--- config.mk ---
export PLATFORM = sky130hd
export DESIGN_NAME = skpa_fifo
export DESIGN_NICKNAME = d
export VERILOG_FILES = /design/src/sparse_kernel_patch_accumulate_core_macros.svh /design/src/skpa_fifo.sv
export SDC_FILE = /design/constraint.sdc
export NUM_CORES = 1
export LEC_CHECK = 0
export BUFFER_PORTS_ARGS = -buffer_cell sky130_fd_sc_hd__buf_2
export CAP_MARGIN = 0
export CORE_AREA = 2 2 39 41
export DETAILED_ROUTE_END_ITERATION = 8
export DIE_AREA = 0 0 41 43
export SYNTH_ARGS = -nofsm -noshare
export SYNTH_HDL_FRONTEND = slang
export SYNTH_SLANG_ARGS = --single-unit
--- constraint.sdc ---
create_clock -name clk -period 1.55 [get_ports clk]
set_clock_uncertainty 0.1 [all_clocks]
set_input_delay 0.31 -clock clk [delete_from_list [all_inputs] [get_ports clk]]
set_output_delay 0.31 -clock clk [all_outputs]
set_load 0.02 [all_outputs]
--- src/sparse_kernel_patch_accumulate_core_macros.svh ---
// ----------------------------------------------------------------------------
// Sparse kernel patch accumulate: assertion macros
// Concurrent assertion wrappers. They compile to nothing when SYNTH is set.
// ----------------------------------------------------------------------------
`ifndef SPARSE_KERNEL_PATCH_ACCUMULATE_CORE_MACROS_SVH
`define SPARSE_KERNEL_PATCH_ACCUMULATE_CORE_MACROS_SVH
`ifndef SYNTH
// same-cycle implication
`define SKPA_ASSERT_IMP(lbl, clk, rst_n, ante, cons, msg) \
    lbl: assert property (@(posedge clk) disable iff (!rst_n) (ante) |-> (cons)) \
        else $error(msg);
// next-cycle implication
`define SKPA_ASSERT_NXT(lbl, clk, rst_n, ante, cons, msg) \
    lbl: assert property (@(posedge clk) disable iff (!rst_n) (ante) |=> (cons)) \
        else $error(msg);
`else
`define SKPA_ASSERT_IMP(lbl, clk, rst_n, ante, cons, msg)
`define SKPA_ASSERT_NXT(lbl, clk, rst_n, ante, cons, msg)
`endif
`endif

--- src/skpa_fifo.sv ---
// ----------------------------------------------------------------------------
// Sparse kernel patch accumulate: small queue
// Register-based FIFO used between front and back and on the result side.
// ----------------------------------------------------------------------------
module skpa_fifo #(
    parameter type T     = logic,
    parameter int  DEPTH = 2
) (
    input  logic clk,
    input  logic rst_n,
    input  logic push,
    input  T     wdata,
    output logic full,
    input  logic pop,
    output T     rdata,
    output logic empty
);

    localparam int PW   = (DEPTH > 1) ? $clog2(DEPTH) : 1;
    localparam int CNTW = $clog2(DEPTH + 1);

    T                slot_reg [DEPTH];
    logic [PW-1:0]   wr_ptr_reg;
    logic [PW-1:0]   rd_ptr_reg;
    logic [CNTW-1:0] count_reg;
    logic            do_push;
    logic            do_pop;

    assign full    = (count_reg == CNTW'(DEPTH));
    assign empty   = (count_reg == '0);
    assign do_push = push && !full;
    assign do_pop  = pop && !empty;
    assign rdata   = slot_reg[rd_ptr_reg];

    always_ff @(posedge clk or negedge rst_n)
    begin
        if (!rst_n)
        begin
            wr_ptr_reg <= '0;
            rd_ptr_reg <= '0;
            count_reg  <= '0;
        end
        else
        begin
            if (do_push)
            begin
                wr_ptr_reg <= (wr_ptr_reg == PW'(DEPTH - 1)) ? '0 : PW'(wr_ptr_reg + 1'b1);
            end
            if (do_pop)
            begin
                rd_ptr_reg <= (rd_ptr_reg == PW'(DEPTH - 1)) ? '0 : PW'(rd_ptr_reg + 1'b1);
            end
            if (do_push && !do_pop)
            begin
                count_reg <= CNTW'(count_reg + 1'b1);
            end
            else if (do_pop && !do_push)
            begin
                count_reg <= CNTW'(count_reg - 1'b1);
            end
        end
    end

    always_ff @(posedge clk)
    begin
        if (do_push)
        begin
            slot_reg[wr_ptr_reg] <= wdata;
        end
    end

endmodule

==> results of run 1 <==
==> layer usage <==
| layer | GRT usage | vias to the layer above | wire, um |
|---|---|---|---|
| li1 | - | 104 | - |
| met1 | 0.0754 | 91 | 209 |
| met2 | 0.106 | 4 | 225 |
| met3 | 0.0314 | 2 | 27 |
| met4 | 0.0800 | 0 | 7 |
| met5 | 0 | - | 0 |
==> cells by family (layout without fill, tap and decap cells) <==
kind of cell | after synthesis | after routing
compound gates | 1 | 1
fa+ha+maj | 1 | 1
flops | 6 | 6
xor+xnor | 5 | 5
buf+inv | 2 | 18
mux | 1 | 1
simple gates | 6 | 6
==> power breakdown <==
part           leakage [uW]  switching, uW  internal (uW)
Clock             0.0000150           60.6           97.8
Combinational      0.000119            178            220
Sequential        0.0000652           56.9            238
Total              0.000199            296            556
==> metrics by stage <==
stage	total power, uW	util	area, um2
after floorplan	520	-	268
after global placement	637	0.250	345
after detailed placement	646	0.250	345
after CTS	822	0.278	384
after global routing	919	0.288	399
final	851	0.288	399
==> repair_timing <==
action,4_1_cts,5_1_grt
resized for setup,1,1
setup endpoints to repair,1,2
gates cloned,0,0
hold endpoints to repair,4,0
hold buffers,1,0
buffers inserted,0,1
==> final cells by class <==
class                           instances  area share
Inverter                                2      0.0188
Multi-Input combinational cell         14       0.270
Sequential cell                         6       0.401
Tap cell                               16      0.0502
Clock buffer                            4      0.0658
Timing Repair Buffer                   12       0.194
==> worst min-delay path by stage <==
stage / startpoint / end / cells after the start
6_report: wdata / slot_reg[1] / 1
3_5_place_dp: rst_n / count_reg[1] / 1
3_3_place_gp: rst_n / rd_ptr_reg / 1
5_1_grt: wdata / slot_reg[1] / 1
4_1_cts: wdata / slot_reg[1] / 1
2_1_floorplan: rst_n / count_reg[0] / 0
==> cell usage after synthesis (all sizes together) <==
cell and number:
and3 1, dfrtp 4, edfxtp 2, ha 1, inv 2, mux2 1, nand2 1, nand2b 1
nor2 3, o21ai 1, xnor2 3, xor2 2
==> summary.md, run 1 <==
| Metric | Value |
|---|---|
| Status | `complete, no violations` |
| # DRC | `0` |
| Post-synthesis cell count | `22` |
| Worst stage delay on the critical path | `roughly 400 ps` |
| Die Y | `around 43 um` |
| Register Area | `~160 um2` |
| Compound-Gate Fraction of Synth Area | `0.0187` |
| Area leader, netlist | `dfrtp_1` |
| Final hold vios | `0` |
| Fin Hold WS | `between 150 and 200 ps` |
| Reg-to-Reg Start | `count_reg[1]` |
| Starting Density | `0.193` |
| Final setup margin | `approximately 49 ps` |
| Core area | `~1400 um2` |
| Synth Area in XOR/XNOR | `0.164` |
| Post-route ant nets | `0` |
| # fillers | `151` |
| Area Overhead vs Synth | `49.1%` |
| Synth Net Count | `28` |
| Worst-margin pin slew | `207 ps` |
| Worst setup SP type | `flip-flop` |
| Gr usage total | `0.0758` |
| Syn_area_per_cell | `between 10 and 15 um2` |
| Crit path top cell by count | `buf_4` |
| R2r setup slk | `~90 ps` |
| TritonCTS buffer count | `3` |
| Clock Tree Buf Depth | `2` |
| Ranking of synthesized cells by area | `dfrtp_1 37%, edfxtp_1 22%, xnor2_1 9.8%` |
| Synth warnings | `0` |
| Pre-CTS WS | `about 95 ps` |
| Row cnt | `14` |
| Slew headroom | `0.861` |
| Placed cells | `48` |
| Main combinational cell family by area after synthesis | `XOR/XNOR gates` |
| Worst path cell trace | `nand2b_4 > buf_4 > inv_1 > buf_4` |
| Placed wire-length estimate | `between 300 and 400 um` |
| Netlist cell types | `12` |
| Crit share post-route | `0.968` |
| CTS H-Tree Depth | `1` |
| Top delay family on crit path | `flip-flops` |
| Via Count | `roughly 200` |
| Worst Setup SP | `count_reg[0]` |
| Lkg Pwr | `about 0.0002 uW` |
| Min cycle time layout | `roughly 1500 ps` |
| Fmax | `between 600 and 700 MHz` |
| Die X | `around 41 um` |
| Final setup fails | `0` |
| Crit path DAT | `1090 ps` |
| Slowest cell on crit path | `dfrtp_1` |
| Largest net degree at the start of global routing | `5` |
| Power per cell area | `2130 nW/um2` |
| Number of global-route vias before repair | `approximately 230` |
| TritonRoute pass-1 iters | `2` |
| Io pins | `8` |
| Post-synthesis simple-gate area fraction | `0.103` |
| Synthesized cell area | `between 200 and 300 um2` |
| WP depth | `4` |
| RSZ-0062 raised after global routing | `no` |
| R2r worst-path depth | `5` |
| Final GP Congestion | `between 0.7 and 0.8` |
| Clk sinks | `6` |
| CP Data Required Time | `between 1000 and 1500 ps` |
| Post-DR vias/cell | `about 3.7` |
| Multi-input gate area | `about 110 um2` |
| Multiplexer share of the synthesized area | `0.0421` |
| Synthesis-stage register bit count | `6` |
| Critical Path End | `full` |
| Drt total wl | `~470 um` |
| CTS tree | `built` |
| Crit path buf inv count | `3` |
| RR Endpoint | `count_reg[1]` |
| Final cell count without fillers | `between 50 and 60` |
| Synth top area share | `0.374` |
| Seq/Total Area, Yosys | `0.598` |
| Initial antenna violation count | `0` |
| Synth Area in Adders | `0.0467` |
| Clk_lat worst skew | `about 250 ps` |
| Post-Route Setup TNS | `0 ps` |
| First-pass GRT wire length | `between 800 and 900 um` |
| Critical path class | `reg -> out` |
| Max-slew violations | `0` |
| First DRT Iteration DRCs | `3` |
| Crit-path max FO | `4` |
| Commonest non-fill, non-tap cells in the layout | `6 x buf_2, 5 x buf_4, 4 x dfrtp_1` |
| Clk slew on worst S/H paths | `approximately 50 ps` |
| Max VDD drop | `just under 600 uV` |
| Worst hold path type | `in -> reg` |
| Die area | `roughly 1800 um2` |
| Total of max-cap violations | `0` |
| Share of post-route cells with drive strength above 1 | `0.421` |
| Nets@finish | `45` |
| Wire per inst | `around 8.7 um` |
| ANT cells | `0` |
| I/O Buffers | `7` |
| Global route overflow | `0` |
| Most common cell after layout, fill and taps aside | `buf_2` |
| CP Capture Type | `output port` |
| Root buf cell | `clkbuf_4` |
Note: power is estimated with default switching activity, not from simulation.
==> inputs of run 2 (changes only) <==
--- a/config.mk
+++ b/config.mk
@@ -5,9 +5,11 @@
 export SDC_FILE = /design/constraint.sdc
 export NUM_CORES = 1
 export LEC_CHECK = 0
+export ABC_AREA = 1
 export BUFFER_PORTS_ARGS = -buffer_cell sky130_fd_sc_hd__buf_2
 export CAP_MARGIN = 0
 export CORE_AREA = 2 2 39 41
+export CTS_BUF_LIST = sky130_fd_sc_hd__clkbuf_16
 export DETAILED_ROUTE_END_ITERATION = 8
 export DIE_AREA = 0 0 41 43
 export SYNTH_ARGS = -nofsm -noshare
==> summary.md, run 2 <==
| Metric | Value |
|---|---|
| Status | `complete, no violations` |
| Wire per inst | `just under 9 um` |
| Nets@finish | `56` |
| Clk sinks | `6` |
| CP Data Required Time | `around 1600 ps` |
| Synth warnings | `0` |
| Critical path class | `reg -> reg` |
| Share of post-route cells with drive strength above 1 | `0.250` |
| # DRC | `0` |
| Synth async-reset ratio | `0.667` |
| Die X | `between 40 and 50 um` |
| Number of global-route vias before repair | `around 280` |
| Ranking of synthesized cells by area | `dfrtp_1 33%, edfxtp_1 20%, nand2_1 15%` |
| Reg power frac | `0.279` |
| Pint | `between 600 and 700 uW` |
| Post-Route Setup TNS | `0 ps` |
| Largest net degree at the start of global routing | `8` |
| Max-slew violations | `0` |
| Main synth FF type | `dfrtp_1` |
| Slew headroom | `0.846` |
| Lkg Pwr | `roughly 0.00024 uW` |
| Combinational share of power | `0.327` |
| Die area | `about 1800 um2` |
| TritonCTS buffer count | `3` |
| CTS tree | `built` |
| ANT cells | `0` |
| Total of max-cap violations | `0` |
| Gr usage total | `0.104` |
| Worst hold path type | `in -> reg` |
| Clock Tree Buf Depth | `2` |
| Multi-input gate area | `~120 um2` |
| Global route overflow | `0` |
| Most common cell after layout, fill and taps aside | `nand2_1` |
| Crit share post-route | `0.920` |
| CTS H-Tree Depth | `1` |
| Placed wire-length estimate | `~390 um` |
| Commonest non-fill, non-tap cells in the layout | `12 x nand2_1, 8 x inv_1, 7 x buf_2` |
| Crit path DAT | `~1400 ps` |
| Crit-path max FO | `7` |
| Sw frac | `0.334` |
| Worst-margin pin slew | `between 200 and 250 ps` |
| Root buf cell | `clkbuf_16` |
| Clk_lat worst skew | `approximately 230 ps` |
| Seq/Total Area, Yosys | `0.525` |
| Post-DR vias/cell | `between 4 and 5` |
| Final cell count without fillers | `64` |
| First-pass GRT wire length | `around 1100 um` |
| Synth top area share | `0.328` |
| Post-synthesis cell count | `37` |
| Commonest cells post-synth | `12 x nand2_1, 8 x inv_1, 4 x dfrtp_1` |
| Synthesized cell area | `about 310 um2` |
| Register Area | `between 150 and 200 um2` |
| Fmax | `between 700 and 800 MHz` |
| Clk slew on worst S/H paths | `approximately 30 ps` |
| Row cnt | `14` |
| # fillers | `about 150` |
| Area Overhead vs Synth | `45.9%` |
| Final hold vios | `0` |
| Syn_area_per_cell | `8.25 um2` |
| Fin Hold WS | `about 170 ps` |
| Placed cells | `60` |
| Starting Density | `0.221` |
| Most frequent cell after synthesis | `nand2_1` |
| I/O Buffers | `7` |
| Io pins | `8` |
| P_sw | `around 350 uW` |
| Via Count | `between 200 and 300` |
| Synth Net Count | `43` |
| TritonRoute pass-1 iters | `2` |
| Core area | `about 1400 um2` |
| Worst setup SP type | `flip-flop` |
| Min cycle time layout | `roughly 1400 ps` |
| Netlist cell types | `12` |
| Final setup fails | `0` |
| CP Capture Type | `flip-flop` |
| Max VDD drop | `1110 uV` |
| Area leader, netlist | `dfrtp_1` |
| Die Y | `between 40 and 50 um` |
| Synthesis-stage register bit count | `6` |
| Clock network power share | `0.393` |
| Final GP Congestion | `between 0.6 and 0.7` |
| Initial antenna violation count | `0` |
| RSZ-0062 raised after global routing | `no` |
| EDFF count, synth | `2` |
| Drt total wl | `~560 um` |
| Post-route ant nets | `0` |
| First DRT Iteration DRCs | `7` |
| Power per cell area | `roughly 2400 nW/um2` |
## run 2: cell types whose count changed after synthesis, moves of 2 or more
cell / previous run / this run
inv_1: 2 / 8
xnor2_1: 3 / 1
nand2_1: 1 / 12
xor2_1: 2 / 0
o21ai_0: 0 / 2
nor2_2: 0 / 2
## run 2: repair_timing
item / 4_1_cts / 5_1_grt
hold endpoints to repair: 4 / 0
hold buffers: 1 / 0
setup endpoints to repair: 0 / 1
gates resized for setup: 0 / 1
setup buffers: 0 / 0
## run 2: critical path, cell delays in order (launching register included)
cell and delay (ps):
dfrtp_1 440, nor2_2 160, nor2_2 50, ha_1 290, inv_1 80, nand3_1 80
nand2_1 60, nand2_1 50
## run 2: worst paths after layout
kind                       slack (ps)  cells past startpoint           end         start
max in group asynchronous         910                      2    wr_ptr_reg         rst_n
setup reg to reg                  120                      7  count_reg[1]  count_reg[0]
hold / removal                    170                      1   slot_reg[0]         wdata
setup / recovery                  120                      7  count_reg[1]  count_reg[0]
hold reg to reg                   380                      2    wr_ptr_reg    wr_ptr_reg
min in group asynchronous         320                      2  count_reg[1]         rst_n
## run 2: power by group through the flow
stage	logic (uW)	clock network, uW	registers (uW)
detailed placement	342	0	294
finish	343	412	293
floorplan	263	0	282
global route	396	428	306
CTS	348	421	294
global placement	336	0	292
## run 2: logic make-up after synthesis
family | count (synthesis) | share of synthesized area
adders and majority gates | 1 | 0.0410
xor gates and xnor gates | 1 | 0.0287
and+or+nand+nor | 19 | 0.275
AOI/OAI and AO/OA | 2 | 0.0328
DFF | 6 | 0.525
buffers and inverters | 8 | 0.0984
## run 2: stage by stage
step                setup slack, ps  power (uW)  utilization  cell area, um2
CTS                            37.4        1060        0.322             445
global route                   14.4        1130        0.322             445
floorplan                      51.0         545            -             305
finish                          124        1050        0.322             445
global placement               60.5         628        0.260             360
detailed placement             45.6         636        0.260             360
## run 2: area by class of cell
cell class              count  area share
flip-flops and latches      6       0.360
multi-input cells          23       0.258
clock buffers               3       0.169
repair buffers              8       0.101
inverters                   8      0.0674
well taps                  16      0.0449
## run 2: metal layers
layer | GRT usage | up-vias | part of all wire
li1 | - | 136 | -
met1 | 0.0967 | 113 | 0.43
met2 | 0.134 | 10 | 0.39
met3 | 0.0628 | 4 | 0.11
met4 | 0.120 | 0 | 0.064
met5 | 0 | - | 0
