**config.mk**
```make
export PLATFORM = sky130hd
export DESIGN_NAME = skpa_front
export DESIGN_NICKNAME = d
export VERILOG_FILES = /design/src/skpa_pkg.sv /design/src/skpa_front.sv
export VERILOG_INCLUDE_DIRS = /design/src /design/src/src
export SDC_FILE = /design/constraint.sdc
export NUM_CORES = 1
export LEC_CHECK = 0
export BUFFER_PORTS_ARGS = -buffer_cell sky130_fd_sc_hd__buf_2
export CAP_MARGIN = 20
export CORE_MARGIN = 2
export CORE_UTILIZATION = 55
export DETAILED_ROUTE_END_ITERATION = 7
export GPL_TIMING_DRIVEN = 0
export PLACE_DENSITY = 0.91
export SLEW_MARGIN = 40
export SYNTH_ARGS = -nofsm -noshare
export SYNTH_HDL_FRONTEND = slang
export SYNTH_SLANG_ARGS = --single-unit
```
**constraint.sdc**
```tcl
create_clock -name clk -period 7.2 [get_ports clk]
set_clock_uncertainty 0.15 [all_clocks]
set_input_delay 1.44 -clock clk [delete_from_list [all_inputs] [get_ports clk]]
set_output_delay 1.44 -clock clk [all_outputs]
set_load 0.02 [all_outputs]
```
**src/sparse_kernel_patch_accumulate_core_macros.svh**
```systemverilog
// ----------------------------------------------------------------------------
// Sparse kernel patch accumulate: assertion macros
// Concurrent assertion wrappers. They compile to nothing when SYNTH is set.
// ----------------------------------------------------------------------------
`ifndef SPARSE_KERNEL_PATCH_ACCUMULATE_CORE_MACROS_SVH
`define SPARSE_KERNEL_PATCH_ACCUMULATE_CORE_MACROS_SVH
`ifndef SYNTH
// same-cycle implication
`define SKPA_ASSERT_IMP(lbl, clk, rst_n, ante, cons, msg) \
    lbl: assert property (@(posedge clk) disable iff (!rst_n) (ante) |-> (cons)) \
        else $error(msg);
// next-cycle implication
`define SKPA_ASSERT_NXT(lbl, clk, rst_n, ante, cons, msg) \
    lbl: assert property (@(posedge clk) disable iff (!rst_n) (ante) |=> (cons)) \
        else $error(msg);
`else
`define SKPA_ASSERT_IMP(lbl, clk, rst_n, ante, cons, msg)
`define SKPA_ASSERT_NXT(lbl, clk, rst_n, ante, cons, msg)
`endif
`endif

```
**src/skpa_pkg.sv**
```systemverilog
// ----------------------------------------------------------------------------
// Sparse kernel patch accumulate: package
// Field widths, operation and status codes, and transfer payload types.
// ----------------------------------------------------------------------------
package skpa_pkg;

    localparam int IDX_W  = 16;
    localparam int VAL_W  = 32;
    localparam int MASK_W = 8;
    localparam int FILT_W = 3;

    localparam logic [MASK_W-1:0] MASK_RESET = 8'hFF;

    localparam logic [1:0] OP_WR_WEIGHT = 2'd0;
    localparam logic [1:0] OP_WR_PIXEL  = 2'd1;
    localparam logic [1:0] OP_ADD_COEF  = 2'd2;
    localparam logic [1:0] OP_RD_PIXEL  = 2'd3;

    localparam logic [1:0] STAT_DONE    = 2'd0;
    localparam logic [1:0] STAT_MASKED  = 2'd1;
    localparam logic [1:0] STAT_IGNORED = 2'd2;
    localparam logic [1:0] STAT_END     = 2'd3;

    localparam logic [2:0] CMD_NOP  = 3'd0;
    localparam logic [2:0] CMD_WR_W = 3'd1;
    localparam logic [2:0] CMD_WR_P = 3'd2;
    localparam logic [2:0] CMD_RD_P = 3'd3;
    localparam logic [2:0] CMD_ADD  = 3'd4;

    typedef struct packed {
        logic [1:0]              op;
        logic signed [IDX_W-1:0] index;
        logic signed [VAL_W-1:0] value;
    } item_t;

    typedef struct packed {
        logic signed [VAL_W-1:0] read_value;
        logic [1:0]              status;
    } result_t;

    typedef struct packed {
        logic [2:0]              kind;
        logic [1:0]              status;
        logic [IDX_W-1:0]        addr;
        logic signed [VAL_W-1:0] value;
        logic [FILT_W-1:0]       filt;
        logic [IDX_W-1:0]        row;
        logic [IDX_W-1:0]        col;
    } cmd_t;

endpackage

```
**src/skpa_front.sv**
```systemverilog
// ----------------------------------------------------------------------------
// Sparse kernel patch accumulate: front end
// Accepts items, tracks the end-of-list flag and filter mask, decodes add
// locations into filter, row and column (reciprocal multiply for the row).
// ----------------------------------------------------------------------------
`include "sparse_kernel_patch_accumulate_core_macros.svh"

module skpa_front #(
    parameter int IMAGE_SIDE  = 64,
    parameter int KERNEL_SIDE = 9,
    parameter int NUM_FILTERS = 8
) (
    input  logic                          clk,
    input  logic                          rst_n,
    input  logic                          push,
    input  skpa_pkg::item_t               item,
    output logic                          full,
    input  logic                          cfg_we,
    input  logic [skpa_pkg::MASK_W-1:0]   cfg_wdata,
    output logic                          cmd_push,
    output skpa_pkg::cmd_t                cmd_data,
    input  logic                          cmd_full
);

    localparam int IMG_CELLS = IMAGE_SIDE * IMAGE_SIDE;
    localparam int KER_CELLS = NUM_FILTERS * KERNEL_SIDE * KERNEL_SIDE;
    localparam int QW        = (IMAGE_SIDE > 1) ? $clog2(IMAGE_SIDE) : 1;
    localparam int RW        = skpa_pkg::IDX_W;
    // exact for offsets below 2^15
    localparam int DIV_S     = 15 + $clog2(IMAGE_SIDE);
    localparam logic [16:0] RECIP = 17'(((1 << DIV_S) + IMAGE_SIDE - 1) / IMAGE_SIDE);

    localparam logic [1:0] F_IDLE = 2'd0;
    localparam logic [1:0] F_DIV  = 2'd1;
    localparam logic [1:0] F_COL  = 2'd2;
    localparam logic [1:0] F_PUSH = 2'd3;

    logic [1:0]                        state_reg;
    logic                              ended_reg;
    logic [skpa_pkg::MASK_W-1:0]       mask_reg;
    logic [RW-1:0]                     r_reg;
    logic [QW-1:0]                     q_reg;
    logic [RW-1:0]                     rem_reg;
    logic [skpa_pkg::FILT_W-1:0]       filt_reg;
    logic signed [skpa_pkg::VAL_W-1:0] coef_reg;

    logic                              accept;
    logic                              go_div;
    logic                              ended_next;
    logic [3:0]                        f_c;
    logic [RW-1:0]                     rem_c;
    skpa_pkg::cmd_t                    cls;
    skpa_pkg::cmd_t                    hold;
    logic [31:0]                       q_prod;
    logic [RW-1:0]                     q_side;
    logic [RW-1:0]                     r_next;
    logic [QW-1:0]                     q_next;

    assign full   = (state_reg != F_IDLE) || cmd_full;
    assign accept = push && !full;

    always_comb
    begin
        logic [14:0] loc;
        loc        = item.index[14:0];
        f_c        = '0;
        rem_c      = {1'b0, loc};
        for (int k = 1; k <= NUM_FILTERS; k++)
        begin
            if (32'(loc) >= 32'(k * IMG_CELLS))
            begin
                f_c   = 4'(k);
                rem_c = RW'(32'(loc) - 32'(k * IMG_CELLS));
            end
        end

        cls        = '0;
        cls.kind   = skpa_pkg::CMD_NOP;
        cls.status = skpa_pkg::STAT_DONE;
        cls.addr   = item.index;
        cls.value  = item.value;
        go_div     = 1'b0;
        ended_next = ended_reg;

        unique case (item.op)
            skpa_pkg::OP_WR_WEIGHT:
            begin
                if (!item.index[15] && (32'(item.index[14:0]) < 32'(KER_CELLS)))
                begin
                    cls.kind = skpa_pkg::CMD_WR_W;
                end
            end
            skpa_pkg::OP_WR_PIXEL:
            begin
                ended_next = 1'b0;
                if (!item.index[15] && (32'(item.index[14:0]) < 32'(IMG_CELLS)))
                begin
                    cls.kind = skpa_pkg::CMD_WR_P;
                end
            end
            skpa_pkg::OP_RD_PIXEL:
            begin
                if (!item.index[15] && (32'(item.index[14:0]) < 32'(IMG_CELLS)))
                begin
                    cls.kind = skpa_pkg::CMD_RD_P;
                end
            end
            skpa_pkg::OP_ADD_COEF:
            begin
                if (ended_reg)
                begin
                    cls.status = skpa_pkg::STAT_IGNORED;
                end
                else if (item.index[15])
                begin
                    cls.status = skpa_pkg::STAT_END;
                    ended_next = 1'b1;
                end
                else if ((32'(f_c) >= 32'(NUM_FILTERS)) || !mask_reg[f_c[2:0]])
                begin
                    cls.status = skpa_pkg::STAT_MASKED;
                end
                else
                begin
                    go_div = 1'b1;
                end
            end
            default:
            begin
                cls.kind = skpa_pkg::CMD_NOP;
            end
        endcase
    end

    // row by reciprocal multiply, then column from the remainder
    assign q_prod = {17'b0, rem_reg[14:0]} * {15'b0, RECIP};
    assign q_next = QW'(q_prod >> DIV_S);
    assign q_side = RW'(32'(q_reg) * 32'(IMAGE_SIDE));
    assign r_next = rem_reg - q_side;

    always_comb
    begin
        hold        = '0;
        hold.kind   = skpa_pkg::CMD_ADD;
        hold.status = skpa_pkg::STAT_DONE;
        hold.addr   = rem_reg;
        hold.value  = coef_reg;
        hold.filt   = filt_reg;
        hold.row    = RW'(q_reg);
        hold.col    = r_reg;
    end

    assign cmd_push = ((state_reg == F_IDLE) && accept && !go_div)
                   || ((state_reg == F_PUSH) && !cmd_full);
    assign cmd_data = (state_reg == F_PUSH) ? hold : cls;

    always_ff @(posedge clk or negedge rst_n)
    begin
        if (!rst_n)
        begin
            state_reg <= F_IDLE;
            ended_reg <= 1'b0;
            mask_reg  <= skpa_pkg::MASK_RESET;
        end
        else
        begin
            if (cfg_we)
            begin
                mask_reg <= cfg_wdata;
            end
            unique case (state_reg)
                F_IDLE:
                begin
                    if (accept)
                    begin
                        ended_reg <= ended_next;
                        if (go_div)
                        begin
                            state_reg <= F_DIV;
                        end
                    end
                end
                F_DIV:
                begin
                    state_reg <= F_COL;
                end
                F_COL:
                begin
                    state_reg <= F_PUSH;
                end
                F_PUSH:
                begin
                    if (!cmd_full)
                    begin
                        state_reg <= F_IDLE;
                    end
                end
                default:
                begin
                    state_reg <= F_IDLE;
                end
            endcase
        end
    end

    always_ff @(posedge clk)
    begin
        if ((state_reg == F_IDLE) && accept && go_div)
        begin
            rem_reg  <= rem_c;
            filt_reg <= f_c[2:0];
            coef_reg <= item.value;
        end
        else if (state_reg == F_DIV)
        begin
            q_reg <= q_next;
        end
        else if (state_reg == F_COL)
        begin
            r_reg <= r_next;
        end
    end

    `SKPA_ASSERT_IMP(a_cmd_room, clk, rst_n, cmd_push, !cmd_full, "command pushed into full queue")
    `SKPA_ASSERT_NXT(a_div_end, clk, rst_n, state_reg == F_DIV, state_reg == F_COL, "decode stalled")

endmodule

```
==> impl_metrics.yaml, run 1 <==
worst_setup_path:
  crit_path_max_fanout: 10
  crit_type: "input port to output pin"
  start_kind: "input port"
  worst_ep_required_time_ps: 5610
  arrival_ps: 4230
  r2r_cells: 9
  cp-end-kind: "output pin"
  r2r_setup_slack_ps: 4440
clocking:
  cts_buffers: 9
  clk_pin_slew_ps: 90
  cts_resized: 0
  cts_tree: "done"
  cts.sinks: 84
  insertion_delay_ps: 360
  hold_buffers: 0
  root_buffer: "clkbuf_8"
  cts_setup_buffers: 0
  clock_path_buffers: 2
  htreeDepth: 3
logic_synthesis:
  syn_area_um2: 4760
  synth.distinct_cells: 59
  synth.avg_cell_area_um2: 12.4
  seq_area_frac_synth_pct: 52.0
  synthFlopType: "edfxtp_1"
  synth_top_area_share_pct: 46.0
  postSynthCellCount: 385
  synthAdderAreaFrac_pct: 7.78
  synthMuxAreaShare_pct: 12.7
  synth_compound_area_share_pct: 9.56
  synth_top_family_by_area: "multiplexers"
  yosys.area_share.simple_pct: 11.6
  synthXorXnorAreaFrac_pct: 1.29
  yosys_warnings: 0
  ys_seq_elements: 84
  yosysTopAreaCell: "edfxtp_1"
  synth-edff-count: 73
  synthArstFlopShare_pct: 13.1
  synth.area.top_cells: "edfxtp_1 46%, mux2_2 12%, ha_1 7.4%, dfstp_2 4.4%, and2_1 2.9%"
placement:
  dpl.hpwl_um: 9050
  pre_cts_ws_ps: 1450
  io_buffers: 141
  place.gp.congestion: 0.898
timing:
  max_freq_mhz: 172
  finalSetupViolations: 0
  fin_tns_setup_ps: 0
  maxSlewHeadroom_pct: 43.8
  worstMarginPinSlew_ps: 836
  fin_ws_ps: 1380
  slew_viol_final: 0
  final-hold-violation-count: 0
  min_period_over_period_pct: 80.9
  rsz0062_at_grt: "false"
  whs_ps: 297
  layout_min_cycle_time_ps: 5820
drt:
  dr.pass1.iters: 4
  final_antenna_net_count: 0
  routed_wl_um: 11800
  vias: 3648
  drt_iter0_markers: 276
  post_drt_wl_per_cell_um: 17.9
  drc: 0
  via_per_inst: 5.55
power_and_ir_drop:
  ir_drop_uv: 212
  power.density_nw_per_um2: 295
  p_leak_nw: 2.53
cells_and_area:
  multiInputGateArea_um2: 2090
  n_fill_cell: 607
  utilization_pct: 70.6
  regArea_um2: 2480
  nets: 639
  drive_gt1_share_pct: 43.8
  largest_reg_flops: 32
  diodes: 0
  syn_to_final_growth_pct: 23.1
global_route:
  grt_pass1_wl_um: 18500
  grt_overflow: 0
  grtUsageTotal_pct: 25.0
  grt_max_degree: 42
  antenna_found_initial: 0
  grt_pass1_vias: 3712
die:
  dieArea_um2: 9420
  initial_core_util_pct: 57.4
  die_height_um: 97.1
  die_x_um: 97.1
  row_count: 33
  num_io_pins: 153
  coreArea_um2: 8300
flow_run:
  cap_violations: 0
hold_path:
  hp-class: "flip-flop to flip-flop"
  min_delay_path_depth: 0
run_status:
  status: "finished, final reports clean"
[metal layers]
layer | global-route usage (%) | wire [um]
met1 | 29.1 | 4560
met2 | 44.6 | 6190
met3 | 4.89 | 714
met4 | 11.1 | 330
met5 | 0 | 0
[where the power goes]
group | switching [mW] | internal (mW) | leakage [nW]
clock network | 0.188 | 0.166 | 0.0984
logic | 0.463 | 0.286 | 1.65
registers | 0.0209 | 0.608 | 0.785
total | 0.672 | 1.06 | 2.53
[kinds of logic after synthesis]
kind of cell             count (synthesis)
AO/OA/AOI/OAI                           64
XOR/XNOR                                 7
adder cells (fa/ha/maj)                 29
buffers and inverters                   50
flip-flops                              84
multiplexers                            54
other                                    1
AND/OR/NAND/NOR                         96
[area by class of cell]
cell class	instances	area share, %
clock inverter	7	1.41
buffer	23	2.24
sequential	84	42.3
clock buffer	9	2.11
inverter	27	1.77
multi-input combinational	260	35.6
timing repair buffer	142	12.4
tap	105	2.24
[stage by stage]
| step | cells | area (um2) | total power [mW] |
|---|---|---|---|
| after floorplan | 394 | 4800 | 1.15 |
| after global placement | 640 | 5630 | 1.36 |
| after detailed placement | 641 | 5660 | 1.39 |
| after CTS | 657 | 5860 | 1.74 |
| after global routing | 657 | 5860 | 1.82 |
| final | 657 | 5860 | 1.73 |
[path summary, 6_finish.rpt]
| kind | from | end |
|---|---|---|
| min in group asynchronous | rst_n | ended_reg$_DFFE_PN0P_ |
| min | rem_reg[1]$_DFFE_PP_ | r_reg[1]$_DFFE_PP_ |
| min reg2reg | rem_reg[1]$_DFFE_PP_ | r_reg[1]$_DFFE_PP_ |
| max reg2reg | q_reg[1]$_DFFE_PP_ | r_reg[15]$_DFFE_PP_ |
| max | item[44] | cmd_push |
| max in group asynchronous | rst_n | mask_reg[5]$_DFFE_PN1P_ |
[Yosys cell counts (7+ instances only)]
library cell   n
edfxtp_1      73
mux2_2        52
ha_1          28
inv_1         27
and2_1        22
nand2_1       17
nor2_1        17
o21ai_0       16
buf_4         10
clkbuf_1       9
a21oi_1        8
dfstp_2        8
nor3_1         7
[cells in the final DEF (no fill, tap or decap), drive strengths merged, types with 2 or more instances in the layout]
master	count
a21oi	8
or4	4
o211ai	2
and2	22
a21o	6
xor2	5
a31oi	5
a32oi	3
conb	10
nor2	17
nand2	17
nand2b	5
a21boi	2
a41oi	2
or3	3
clkinvlp	2
a2111oi	2
edfxtp	73
ha	28
nor2b	6
nand3	3
o21ai	19
o31ai	2
clkbuf	18
inv	30
nor4	6
xnor2	2
nand3b	2
dfstp	8
buf	156
nor3	8
a211oi	2
a41o	2
o22ai	2
mux2	53
dfrtp	3
[worst max-delay path, stage by stage]
cell and delay (ps):
buf_2 110, clkbuf_1 320, inv_1 200, ha_1 280, and2_1 200, a41oi_1 550, o21ai_2 150, nor2b_1 170
a32o_1 290, o31ai_1 250, o21ai_1 110, buf_2 170
(Power assumes the default switching activity.)
==> run 2: changes to the inputs <==
- ABC_AREA: default -> 1
- CORE_UTILIZATION: 55 -> 47
- PLACE_DENSITY: 0.91 -> 0.84
- clock period: 7.2 -> 5.1 ns (I/O delays scaled with it)
==> impl_metrics.yaml, run 2 <==
logic_synthesis:
  postSynthCellCount: 534
  yosysTopAreaCell: "edfxtp_1"
  synth-edff-count: 73
  yosysMostFrequentCell: "nand2_1"
  synth.area.top_cells: "edfxtp_1 46%, nand2_1 15%, ha_1 7.3%, inv_1 5.4%, dfstp_2 4.4%"
  synthArstFlopShare_pct: 13.1
  yosys_warnings: 0
  seq_area_frac_synth_pct: 51.8
  synth.avg_cell_area_um2: 8.96
  synth.distinct_cells: 40
  ys_seq_elements: 84
  synth_top_area_share_pct: 45.8
  syn_area_um2: 4790
  synthTopCellsByCount: "197 x nand2_1, 73 x edfxtp_1, 69 x inv_1, 28 x ha_1, 26 x nor2_1"
  synthFlopType: "edfxtp_1"
die:
  coreArea_um2: 9820
  dieArea_um2: 11000
  initial_core_util_pct: 48.7
  die_height_um: 105
  die_x_um: 105
  row_count: 36
  num_io_pins: 153
power_and_ir_drop:
  ir_drop_uv: 251
  p_leak_nw: 3.06
  power.density_nw_per_um2: 412
drt:
  drc: 0
  drt_iter0_markers: 172
  via_per_inst: 4.81
  post_drt_wl_per_cell_um: 13.2
  routed_wl_um: 11000
  dr.pass1.iters: 4
  final_antenna_net_count: 0
  vias: 4011
clocking:
  cts_tree: "done"
  cts_setup_buffers: 0
  hold_buffers: 0
  clk_pin_slew_ps: 90
  htreeDepth: 3
  insertion_delay_ps: 350
  cts_buffers: 9
  clock_path_buffers: 2
  cts.sinks: 84
  cts_resized: 0
  root_buffer: "clkbuf_8"
cells_and_area:
  multiInputGateArea_um2: 1930
  syn_to_final_growth_pct: 23.6
  n_fill_cell: 883
  regArea_um2: 2480
  drive_gt1_share_pct: 29.4
  layout_common_cells: "197 x nand2_1, 141 x buf_2, 73 x edfxtp_1, 68 x inv_1, 28 x ha_1"
  largest_reg_flops: 32
  diodes: 0
  mostFrequentLayoutCell: "nand2_1"
  nets: 788
  finalInstanceArea_um2: 5910
timing:
  max_freq_mhz: 229
  finalSetupViolations: 0
  layout_min_cycle_time_ps: 4360
  fin_tns_setup_ps: 0
  final-hold-violation-count: 0
  fin_ws_ps: 742
  slew_viol_final: 0
  min_period_over_period_pct: 85.5
  rsz0062_at_grt: "false"
  worstMarginPinSlew_ps: 783
  maxSlewHeadroom_pct: 47.8
placement:
  io_buffers: 141
  place.gp.congestion: 0.909
  place_area_um2: 5710
  pre_cts_ws_ps: 770
  dpl.hpwl_um: 8600
worst_setup_path:
  worst_ep_required_time_ps: 3930
  crit_path_max_fanout: 9
  start_kind: "input port"
  arrival_ps: 3190
  cp-end-kind: "output pin"
  crit_type: "input port to output pin"
global_route:
  grt_pass1_wl_um: 18100
  met1_usage_pct: 25.5
  antenna_found_initial: 0
  met3_usage_pct: 4.49
  use_met2_pct: 34.4
  grtUsageTotal_pct: 20.5
  grt_overflow: 0
  grt_pass1_vias: 3898
  grt_busiest_layer: "met2"
  grt_max_degree: 30
hold_path:
  hp-class: "flip-flop to flip-flop"
run_status:
  status: "finished, final reports clean"
flow_run:
  cap_violations: 0
==> run 2: stage by stage <==
stage | hold slack (ps) | util, % | total power [mW] | std cells
4_1_cts | 312 | 60.2 | 2.45 | 834
5_1_grt | 329 | 60.2 | 2.60 | 834
3_5_place_dp | 285 | 58.2 | 1.97 | 818
2_1_floorplan | 276 | - | 1.61 | 543
6_report | 309 | 60.2 | 2.44 | 834
3_3_place_gp | 280 | 58.0 | 1.94 | 817
==> run 2: final cells by class <==
type | instances | area share, %
Clock buffer | 10 | 2.16
Timing Repair Buffer | 142 | 12.3
Sequential cell | 84 | 41.9
Buffer | 27 | 2.48
Clock inverter | 6 | 1.21
Multi-Input combinational cell | 360 | 32.6
Tap cell | 133 | 2.81
Inverter | 72 | 4.61
==> run 2: critical path: stages <==
cell     delay [ps]
buf_2           150
inv_1           300
ha_1            250
inv_1            50
ha_1            180
inv_1           100
nand2_2          90
nor2_1          150
nand2_1          80
nand2_2         100
inv_2            50
nand3_1          60
nand3_1          90
nand2_2         110
nand3_1          70
nand2_1          60
o21ai_0          80
buf_2           190
==> run 2: power breakdown <==
part           switching (mW)  leakage [nW]  internal [mW]  total, mW
clock network           0.251        0.0992          0.233      0.484
logic                   0.737          2.18          0.328       1.06
registers              0.0340         0.786          0.855      0.889
total                    1.02          3.06           1.42       2.44
==> run 2: logic make-up after synthesis <==
kind of cell,share of synthesized area [%]
buf+inv,8.71
xor+xnor,1.46
other cells,0.0784
flops,51.8
mux,1.41
compound gates,6.43
simple gates,22.4
fa+ha+maj,7.74
==> run 2: final timing paths <==
| path | from | endpoint | slack [ps] | cells after the start |
|---|---|---|---|---|
| setup / recovery | item[45] | cmd_push | 740 | 18 |
| hold / removal | rem_reg[5]$_DFFE_PP_ | r_reg[5]$_DFFE_PP_ | 310 | 0 |
| setup reg to reg | rem_reg[8]$_DFFE_PP_ | r_reg[15]$_DFFE_PP_ | 2710 | 9 |
| hold reg to reg | rem_reg[5]$_DFFE_PP_ | r_reg[5]$_DFFE_PP_ | 310 | 0 |
| max in group asynchronous | rst_n | mask_reg[3]$_DFFE_PN1P_ | 4160 | 1 |
| min in group asynchronous | rst_n | ended_reg$_DFFE_PN0P_ | 380 | 1 |
==> run 2: per-layer routing <==
layer | vias up | routed length (um)
met2 | 144 | 5430
met3 | 29 | 714
li1 | 2019 | -
met5 | - | 0
met4 | 0 | 282
met1 | 1819 | 4590
==> run 3: changes to the inputs <==
- REMOVE_ABC_BUFFERS: default -> 1
==> impl_metrics.yaml, run 3 (synthesized netlist as in run 2, its figures left out) <==
clocking:
  cts_resized: 0
  cts_buffers: 9
  cts_tree: "done"
  htreeDepth: 3
  hold_buffers: 0
  cts.sinks: 84
  root_buffer: "clkbuf_8"
  cts_setup_buffers: 0
  insertion_delay_ps: 350
  clk_pin_slew_ps: 80
  clock_path_buffers: 2
worst_setup_path:
  crit_path_max_fanout: 11
  critPathSlowestCell: "a21oi_2"
  crit_type: "input port to output pin"
  worst_ep_required_time_ps: 3930
  cp_slowest_stage_delay_ps: 440
  worstPathCellList: "buf_2 -> ha_1 -> ha_1 -> a21oi_2 -> nand2_1 -> inv_2 -> nand2_2 -> inv_2 -> nand3_1 -> nand3_1 -> nand2_2 -> a211oi_1 -> buf_2"
  arrival_ps: 3250
  cp-end-kind: "output pin"
  start_kind: "input port"
power_and_ir_drop:
  power.density_nw_per_um2: 407
  ir_drop_uv: 158
  finalPower_mw: 2.34
  p_leak_nw: 2.98
timing:
  worstMarginPinSlew_ps: 778
  whs_ps: 310
  min_period_over_period_pct: 86.7
  rsz0062_at_grt: "false"
  layout_min_cycle_time_ps: 4420
  finalSetupViolations: 0
  fin_ws_ps: 676
  max_freq_mhz: 226
  slew_viol_final: 0
  final-hold-violation-count: 0
  fin_tns_setup_ps: 0
  maxSlewHeadroom_pct: 48.1
hold_path:
  hp-class: "flip-flop to flip-flop"
run_status:
  status: "finished, final reports clean"
cells_and_area:
  layout_common_cells: "197 x nand2_1, 142 x buf_2, 73 x edfxtp_1, 67 x inv_1, 27 x ha_1"
  largest_reg_flops: 32
  mostFrequentLayoutCell: "nand2_1"
  regArea_um2: 2480
  multiInputGateArea_um2: 1940
  n_fill_cell: 857
  drive_gt1_share_pct: 29.3
  utilization_pct: 58.7
  syn_to_final_growth_pct: 20.4
  diodes: 0
  nets: 763
drt:
  dr.pass1.iters: 5
  final_antenna_net_count: 0
  wl_met2_um: 5530
  vias: 3918
  post_drt_wl_per_cell_um: 13.8
  routed_wl_um: 11100
  routed.top_layer: "met4"
  drc: 0
  wl_met3_um: 705
  via_per_inst: 4.85
  drt_iter0_markers: 261
  drt-met1-wl_um: 4760
global_route:
  grt_max_degree: 49
  grt_pass1_vias: 3712
  grt_pass1_wl_um: 17800
  antenna_found_initial: 0
  grtUsageTotal_pct: 20.3
  grt_overflow: 0
placement:
  io_buffers: 142
  pre_cts_ws_ps: 724
  place.gp.congestion: 0.995
  dpl.hpwl_um: 8250
die:
  initial_core_util_pct: 48.7
  die_x_um: 105
  row_count: 36
  dieArea_um2: 11000
  die_height_um: 105
  coreArea_um2: 9820
  num_io_pins: 153
flow_run:
  cap_violations: 0
## run 3: cell count changes in the layout (fill, tap and decap cells not counted), moves of 2 or more
| cell | previous run | this run |
|---|---|---|
| clkinv_2 | 1 | 5 |
| clkbuf_1 | 16 | 0 |
| inv_6 | 2 | 0 |
| buf_4 | 12 | 0 |
## run 3: worst paths after layout
path / from / end / slack (ps) / depth (start not counted)
min reg2reg: rem_reg[5]$_DFFE_PP_ / r_reg[5]$_DFFE_PP_ / 310 / 0
max in group asynchronous: rst_n / mask_reg[5]$_DFFE_PN1P_ / 4160 / 1
min in group asynchronous: rst_n / ended_reg$_DFFE_PN0P_ / 380 / 1
min: rem_reg[5]$_DFFE_PP_ / r_reg[5]$_DFFE_PP_ / 310 / 0
max reg2reg: rem_reg[8]$_DFFE_PP_ / r_reg[15]$_DFFE_PP_ / 2790 / 9
max: item[44] / cmd_data[83] / 680 / 13
## run 3: stage by stage
step	cells	area, um2
after global routing	808	5760
final	808	5760
after global placement	791	5550
after CTS	808	5760
after detailed placement	793	5610
after floorplan	516	4670
## run 3: layout make-up
type                       instances  share of cell area, %
sequential                        84                   43.0
tap                              133                   2.89
multi-input combinational        360                   33.6
timing repair buffer             144                   13.0
clock inverter                     6                  0.564
clock buffer                       9                   2.15
inverter                          72                   4.78
## run 3: power by group
| part | total (mW) | leakage, nW | internal, mW | switching [mW] |
|---|---|---|---|---|
| sequential | 0.894 | 0.786 | 0.855 | 0.0390 |
| clock | 0.404 | 0.0844 | 0.170 | 0.234 |
| combinational | 1.05 | 2.11 | 0.327 | 0.720 |
| total | 2.34 | 2.98 | 1.35 | 0.993 |
## run 3: critical path, delay by kind of cell
kind            cells  cell delay, ps
compound gates      2             710
buf+inv             4             560
simple gates        5             480
fa+ha+maj           2             470
## run 3: per-layer routing
metal	global-route usage, %	up-vias
li1	-	1957
met1	25.9	1795
met2	34.1	156
met3	4.05	10
met4	7.81	0
met5	0	-
